--- src/sv/ssdd_pkg.sv ---
`timescale 1ns / 1ps
// Shared constants and types for the smoothed serial DAC drive.
// No dependencies; every other file of the block imports this package.
package ssdd_pkg;

	localparam int SMOOTH_DEPTH = 8;
	localparam int RING_AW      = $clog2(SMOOTH_DEPTH);
	localparam int AVG_SHIFT    = $clog2(SMOOTH_DEPTH + 1) - 1;

	localparam int CMD_W   = 16;
	localparam int DB_W    = 13;
	localparam int LIM_W   = 12;
	localparam int SHAPE_W = 13;
	localparam int SUM_W   = SHAPE_W + RING_AW;
	localparam int WIDE_W  = 18;

	localparam int FRAME_BITS = 16;
	localparam int CNT_W      = $clog2(FRAME_BITS);
	localparam int DAC_W      = 12;

	localparam int CFG_IDX_W  = 2;
	localparam int CFG_DATA_W = 13;

	localparam logic [CFG_IDX_W-1:0] CFG_DEADBAND     = 2'd0;
	localparam logic [CFG_IDX_W-1:0] CFG_DRIVE_LIMIT  = 2'd1;
	localparam logic [CFG_IDX_W-1:0] CFG_DUTY_CEILING = 2'd2;

	localparam logic signed [SHAPE_W-1:0] CMD_LIMIT = 13'sd4095;
	localparam logic signed [DAC_W+1:0]   DAC_ZERO  = 14'sd2048;
	localparam logic signed [DAC_W+1:0]   DAC_TOP   = 14'sd4095;

	typedef struct packed {
		logic signed [DB_W-1:0] deadband;
		logic [LIM_W-1:0]       drive_limit;
		logic [LIM_W-1:0]       duty_ceiling;
	} cfg_t;

endpackage

--- src/sv/ssdd_shape.sv ---
`timescale 1ns / 1ps
// Input register and deadband/limit shaping stage of the DAC drive.
// Depends on ssdd_pkg.
module ssdd_shape
	import ssdd_pkg::*;
(
	input  logic                      clk,
	input  logic                      arst_n,
	input  cfg_t                      cfg,
	input  logic                      in_valid,
	output logic                      in_ready,
	input  logic signed [CMD_W-1:0]   drive_command,
	output logic                      valid_s2,
	input  logic                      take_s2,
	output logic signed [SHAPE_W-1:0] shaped_s2
);

	logic                     valid_s1;
	logic signed [CMD_W-1:0]  cmd_s1;
	logic                     acc_s2;
	logic signed [WIDE_W-1:0] v;
	logic signed [WIDE_W-1:0] db;
	logic signed [WIDE_W-1:0] mag;
	logic signed [WIDE_W-1:0] lim;
	logic signed [WIDE_W-1:0] d;
	logic [LIM_W-1:0]         lim_u;

	assign acc_s2   = !valid_s2 || take_s2;
	assign in_ready = !valid_s1 || acc_s2;

	always_comb begin
		v     = WIDE_W'(cmd_s1);
		db    = WIDE_W'(cfg.deadband);
		mag   = (v < 0) ? -v : v;
		lim_u = (cfg.drive_limit < cfg.duty_ceiling) ? cfg.drive_limit : cfg.duty_ceiling;
		lim   = $signed({{(WIDE_W - LIM_W){1'b0}}, lim_u});
		if (db < 0) begin
			d = (mag < -db) ? '0 : v;
		end else begin
			d = (v < 0) ? v - db : v + db;
		end
		if (d > lim) begin
			d = lim;
		end else if (d < -lim) begin
			d = -lim;
		end
		if (v == 0) begin
			d = '0;
		end
	end

	always_ff @(posedge clk or negedge arst_n) begin
		if (!arst_n) begin
			valid_s1 <= 1'b0;
			valid_s2 <= 1'b0;
		end else begin
			if (in_ready) begin
				valid_s1 <= in_valid;
			end
			if (acc_s2) begin
				valid_s2 <= valid_s1;
			end
		end
	end

	always_ff @(posedge clk) begin
		if (in_valid && in_ready) begin
			cmd_s1 <= drive_command;
		end
		if (valid_s1 && acc_s2) begin
			shaped_s2 <= d[SHAPE_W-1:0];
		end
	end

endmodule

--- src/sv/ssdd_ring.sv ---
`timescale 1ns / 1ps
// Ring of recent shaped commands with its running sum and the sum stage register.
// Depends on ssdd_pkg.
module ssdd_ring
	import ssdd_pkg::*;
(
	input  logic                      clk,
	input  logic                      arst_n,
	input  logic                      valid_s2,
	input  logic signed [SHAPE_W-1:0] shaped_s2,
	output logic                      take_s2,
	output logic                      valid_s3,
	input  logic                      take_s3,
	output logic signed [SUM_W-1:0]   sum_s3
);

	logic signed [SHAPE_W-1:0] ring_q [SMOOTH_DEPTH];
	logic [RING_AW-1:0]        pos_q;
	logic signed [SUM_W-1:0]   sum_q;
	logic signed [SUM_W-1:0]   sum_next;
	logic                      acc_s3;
	logic                      upd;

	assign acc_s3  = !valid_s3 || take_s3;
	assign take_s2 = acc_s3;
	assign upd     = valid_s2 && acc_s3;
	assign sum_next = sum_q - SUM_W'(ring_q[pos_q]) + SUM_W'(shaped_s2);

	always_ff @(posedge clk or negedge arst_n) begin
		if (!arst_n) begin
			for (int i = 0; i < SMOOTH_DEPTH; i++) begin
				ring_q[i] <= '0;
			end
			pos_q    <= '0;
			sum_q    <= '0;
			valid_s3 <= 1'b0;
		end else begin
			if (acc_s3) begin
				valid_s3 <= valid_s2;
			end
			if (upd) begin
				ring_q[pos_q] <= shaped_s2;
				sum_q         <= sum_next;
				if (pos_q == RING_AW'(SMOOTH_DEPTH - 1)) begin
					pos_q <= '0;
				end else begin
					pos_q <= pos_q + 1'b1;
				end
			end
		end
	end

	always_ff @(posedge clk) begin
		if (upd) begin
			sum_s3 <= sum_next;
		end
	end

endmodule

--- src/sv/ssdd_serial.sv ---
`timescale 1ns / 1ps
// Average, DAC code conversion and MSB-first frame shifter of the DAC drive.
// Depends on ssdd_pkg.
module ssdd_serial
	import ssdd_pkg::*;
(
	input  logic                      clk,
	input  logic                      arst_n,
	input  logic                      valid_s3,
	input  logic signed [SUM_W-1:0]   sum_s3,
	output logic                      take_s3,
	output logic                      out_valid,
	input  logic                      out_ready,
	output logic                      serial_bit,
	output logic                      frame_last,
	output logic signed [SHAPE_W-1:0] smoothed_command
);

	logic [FRAME_BITS-1:0]     shift_q;
	logic [CNT_W-1:0]          cnt_q;
	logic                      busy_q;
	logic signed [SUM_W-1:0]   sh;
	logic signed [SHAPE_W-1:0] avg;
	logic signed [DAC_W+1:0]   u;
	logic [DAC_W-1:0]          code;
	logic                      out_fire;
	logic                      load;

	always_comb begin
		sh = sum_s3 >>> AVG_SHIFT;
		if (sh > SUM_W'(CMD_LIMIT)) begin
			avg = CMD_LIMIT;
		end else if (sh < -SUM_W'(CMD_LIMIT)) begin
			avg = -CMD_LIMIT;
		end else begin
			avg = sh[SHAPE_W-1:0];
		end
		u = (DAC_W + 2)'(avg) + DAC_ZERO;
		if (u < 0) begin
			code = '0;
		end else if (u > DAC_TOP) begin
			code = DAC_TOP[DAC_W-1:0];
		end else begin
			code = u[DAC_W-1:0];
		end
	end

	assign out_valid  = busy_q;
	assign serial_bit = shift_q[FRAME_BITS-1];
	assign frame_last = (cnt_q == CNT_W'(FRAME_BITS - 1));
	assign out_fire   = out_valid && out_ready;
	assign take_s3    = !busy_q || (out_fire && frame_last);
	assign load       = valid_s3 && take_s3;

	always_ff @(posedge clk or negedge arst_n) begin
		if (!arst_n) begin
			busy_q <= 1'b0;
			cnt_q  <= '0;
		end else begin
			if (load) begin
				busy_q <= 1'b1;
				cnt_q  <= '0;
			end else if (out_fire) begin
				if (frame_last) begin
					busy_q <= 1'b0;
				end
				cnt_q <= cnt_q + 1'b1;
			end
		end
	end

	always_ff @(posedge clk) begin
		if (load) begin
			shift_q          <= FRAME_BITS'({code, 2'b00});
			smoothed_command <= avg;
		end else if (out_fire) begin
			shift_q <= {shift_q[FRAME_BITS-2:0], 1'b0};
		end
	end

endmodule

--- src/sv/smoothed_serial_dac_drive_unit.sv ---
`timescale 1ns / 1ps
// Top level of the smoothed serial DAC drive: configuration registers and stage wiring.
// Depends on ssdd_pkg, ssdd_shape, ssdd_ring and ssdd_serial.
//
// Each accepted drive command produces sixteen output items, the bits of a 16-bit DAC
// frame sent most significant first; the frame shifter delivers one bit per cycle while
// out_ready is high. A command passes an input register, the shaping register and the
// ring sum register before its frame is loaded into the shift register, from which the
// first bit appears; the next commands are taken into these stages while a frame is
// still being shifted out. The reported smoothed command is the same on all sixteen
// items of a frame. Configuration writes take effect on the next item shaped and should
// be made while the block is idle.
module smoothed_serial_dac_drive_unit
	import ssdd_pkg::*;
(
	input  logic                      clk,
	input  logic                      arst_n,
	input  logic                      cfg_we,
	input  logic [CFG_IDX_W-1:0]      cfg_index,
	input  logic [CFG_DATA_W-1:0]     cfg_data,
	input  logic                      in_valid,
	output logic                      in_ready,
	input  logic signed [CMD_W-1:0]   drive_command,
	output logic                      out_valid,
	input  logic                      out_ready,
	output logic                      serial_bit,
	output logic                      frame_last,
	output logic signed [SHAPE_W-1:0] smoothed_command
);

	cfg_t                      cfg_q;
	logic                      valid_s2;
	logic                      take_s2;
	logic signed [SHAPE_W-1:0] shaped_s2;
	logic                      valid_s3;
	logic                      take_s3;
	logic signed [SUM_W-1:0]   sum_s3;

	always_ff @(posedge clk or negedge arst_n) begin
		if (!arst_n) begin
			cfg_q.deadband     <= '0;
			cfg_q.drive_limit  <= '1;
			cfg_q.duty_ceiling <= '1;
		end else if (cfg_we) begin
			unique case (cfg_index)
				CFG_DEADBAND:     cfg_q.deadband     <= $signed(cfg_data[DB_W-1:0]);
				CFG_DRIVE_LIMIT:  cfg_q.drive_limit  <= cfg_data[LIM_W-1:0];
				CFG_DUTY_CEILING: cfg_q.duty_ceiling <= cfg_data[LIM_W-1:0];
				default: ;
			endcase
		end
	end

	ssdd_shape u_shape (
		.clk           (clk),
		.arst_n        (arst_n),
		.cfg           (cfg_q),
		.in_valid      (in_valid),
		.in_ready      (in_ready),
		.drive_command (drive_command),
		.valid_s2      (valid_s2),
		.take_s2       (take_s2),
		.shaped_s2     (shaped_s2)
	);

	ssdd_ring u_ring (
		.clk       (clk),
		.arst_n    (arst_n),
		.valid_s2  (valid_s2),
		.shaped_s2 (shaped_s2),
		.take_s2   (take_s2),
		.valid_s3  (valid_s3),
		.take_s3   (take_s3),
		.sum_s3    (sum_s3)
	);

	ssdd_serial u_serial (
		.clk              (clk),
		.arst_n           (arst_n),
		.valid_s3         (valid_s3),
		.sum_s3           (sum_s3),
		.take_s3          (take_s3),
		.out_valid        (out_valid),
		.out_ready        (out_ready),
		.serial_bit       (serial_bit),
		.frame_last       (frame_last),
		.smoothed_command (smoothed_command)
	);

endmodule

--- config.mk ---
export PLATFORM = sky130hd
export DESIGN_NAME = smoothed_serial_dac_drive_unit
export DESIGN_NICKNAME = d
export VERILOG_FILES = /design/src/sv/ssdd_pkg.sv /design/src/sv/ssdd_shape.sv /design/src/sv/ssdd_ring.sv /design/src/sv/ssdd_serial.sv /design/src/sv/smoothed_serial_dac_drive_unit.sv
export SDC_FILE = /design/constraint.sdc
export NUM_CORES = 1
export LEC_CHECK = 0
export ABC_AREA = 1
export BUFFER_PORTS_ARGS = -buffer_cell sky130_fd_sc_hd__buf_2
export CAP_MARGIN = 20
export CORE_MARGIN = 10
export CORE_UTILIZATION = 45
export CTS_CLUSTER_DIAMETER = 60
export DETAILED_ROUTE_END_ITERATION = 10
export MAX_ROUTING_LAYER = met4
export SYNTH_ARGS = -nofsm -noshare
export SYNTH_HDL_FRONTEND = slang
export SYNTH_SLANG_ARGS = --single-unit
--- constraint.sdc ---
create_clock -name clk -period 8.3 [get_ports clk]
set_input_delay 0.83 -clock clk [delete_from_list [all_inputs] [get_ports clk]]
set_output_delay 0.83 -clock clk [all_outputs]
set_load 0.01 [all_outputs]
==> metrics <==
WL/cell=16.3 µm; clock-pin slew on the worst setup and hold paths=60 ps; Leak=7.92 nW; n_diodes=0; routed vias=11,800; final clock period utilization by the worst path=71.5%; Post-synth EDFFs=67; port bufs=52; final net count=1,968; Synth Area per Inst=8.17 µm²; total grt overflow=0; vias in the first global route=11,400; most frequent cell after synthesis=nand2_1; clk root buf=clkbuf_16; pin count of the biggest net entering global routing=99; Yosys cell types=50; Slowest-stage cell, CP=nand2_1; Area Overhead vs Synth=12.1%; Ports=53; Synth Flop Type=dfrtp_1; largest cells by area after synthesis=dfrtp_1, edfxtp_1, nand2_1; dpl hpwl=26.4 mm; CTS tree=done; post-synth top area share=24.9%; Yosys top cell by area=dfrtp_1; drt drc=0; f_max=169 MHz; reg-to-reg endpoint=u_shape.shaped_s2[7]$_SDFFCE_PP0P_; drt first pass iters=8; crit path kind=reg -> reg; chip width=199 µm; Worst-Margin Slew=959 ps; most frequent CP cell=nand2_1; post-CTS sizing=0; critical path's largest stage delay=510 ps; Core Box Area=0.0316 mm²; Syn Std Cell Area=0.0145 mm²; DRT Wirelength=36.6 mm; layout cells sized above 1=10.4%; Setup violations, final=0; Worst Path Required=8620 ps; Cells after Synth=1,772; initial antenna violation count=0; Sink Count=237; Rel. slew slack=36.1%; setup bufs post-CTS=0; first-pass GRT wire length=59.7 mm; drt first-iter violations=862; number of H-tree levels=1; critical path peak fanout=24; fin. max-slew vios=0; setup TNS=0 ps; Die Y=199 µm; via/cell ratio=5.24; hold crit path type=in -> async; clock tree buffer depth=3; Commonest cells post-synth=nand2_1, o21ai_0, inv_1; flop-to-flop setup slack=2370 ps; Yosys reg bits=237; total CTS buffers=29; Antenna Nets Post-Route=0; crit path time final=5930 ps; critical path launch point type=flop; max-cap viol count=0; CTS Hold Bufs=0; r2r startpoint=u_shape.cmd_s1[1]$_DFFE_PP_; Worst setup EP type=flop; Final Hold Vio Count=0; GRT Overall Usage=19.0%; Worst VDD drop=0.205 mV; routability congestion estimate=0.943; worst clock skew=26.4 ps; async set-reset flop share out of synthesis=70.9%; Die ar.=0.0397 mm²; number of cell rows=65; Worst-Skew Late Latency=570 ps; fin util=51.3%; Starting Density=45.7%; Critical Path AT=6250 ps; reg2reg path depth=35; outcome=finished clean; pwr dens=320 mW/mm²; RSZ-0062 raised after global routing=false; Synthesis Warnings=0; Seq/Total Area, Yosys=43.4%
[kinds of logic after synthesis]
kind of cell | share of synthesized area, %
buffers and inverters | 7.12
AOI/OAI and AO/OA | 13.5
other | 0.0259
and+or+nand+nor | 22.5
DFF | 43.4
adders and majority gates | 10.6
xor gates and xnor gates | 2.84
[how the worst max path moves through the flow]
stage	start	to	slack, ps
4_1_cts	u_shape.cmd_s1[1]$_DFFE_PP_	u_shape.shaped_s2[7]$_SDFFCE_PP0P_	2470
3_5_place_dp	u_shape.cmd_s1[1]$_DFFE_PP_	u_shape.shaped_s2[7]$_SDFFCE_PP0P_	2500
2_1_floorplan	cfg_q[24]$_DFFE_PN0P_	u_shape.shaped_s2[2]$_SDFFCE_PP0P_	3710
5_1_grt	u_shape.cmd_s1[1]$_DFFE_PP_	u_shape.shaped_s2[7]$_SDFFCE_PP0P_	1690
3_3_place_gp	cfg_q[24]$_DFFE_PN0P_	u_shape.shaped_s2[7]$_SDFFCE_PP0P_	2720
6_report	u_shape.cmd_s1[1]$_DFFE_PP_	u_shape.shaped_s2[7]$_SDFFCE_PP0P_	2370
[flip-flops by register name (all words and copies together) (netlist names), 3 cells and up]
name,flops
u_serial.shift_q,14
u_shape.cmd_s1,16
u_ring.sum_q,16
u_ring.pos_q,3
cfg_q,37
u_ring.ring_q,104
u_serial.cnt_q,4
u_serial.smoothed_command,13
u_shape.shaped_s2,13
u_ring.sum_s3,13
[worst max-delay path, delay by kind of cell (launching register included)]
kind | cells | cell delay, ps
simple gates | 25 | 3620
fa+ha+maj | 2 | 620
flops | 1 | 470
buf+inv | 5 | 440
compound gates | 2 | 370
xor+xnor | 1 | 180
[through the flow]
stage / area (µm²) / std cells / total power [W] / setup WS (ps) / hold slack (ps)
after floorplan: 14500 / 1773 / 0.00325 / 3710 / 440
after global placement: 15200 / 2190 / 0.00379 / 2720 / 451
after detailed placement: 15200 / 2190 / 0.00383 / 2500 / 455
after CTS: 16200 / 2244 / 0.00523 / 2470 / 375
after global routing: 16200 / 2244 / 0.00561 / 1690 / 404
final: 16200 / 2244 / 0.00519 / 2370 / 302
[cell usage in the layout, fill, tap and decap left out, drive strengths merged, types with 40 or more instances in the layout]
master / netlist / routed
clkbuf: 42 / 40
o21ai: 225 / 225
inv: 217 / 222
a21oi: 69 / 69
ha: 97 / 97
nand3: 76 / 76
nand2: 498 / 498
buf: 9 / 66
nor2: 113 / 113
edfxtp: 67 / 67
dfrtp: 144 / 144
[report_power, final]
part           internal, W  total (W)  switching, W
combinational     0.000764    0.00220       0.00144
clock             0.000860    0.00138      0.000515
sequential         0.00149    0.00162      0.000124
[final cells by class]
| type | instances | area (µm²) |
|---|---|---|
| fillers | 3047 | 15400 |
| multi-input cells | 1268 | 7180 |
| flip-flops and latches | 237 | 6290 |
| clock buffers | 40 | 902 |
| inverters | 217 | 815 |
| well taps | 402 | 503 |
| repair buffers | 66 | 372 |
| clock inverters | 14 | 178 |
[layer usage]
metal	global-route usage, %	share of wire [%]
met1	25.4	47
met2	30.2	46
met3	2.17	4.3
met4	4.77	2.3
met5	-	0
(Power assumes the default switching activity.)
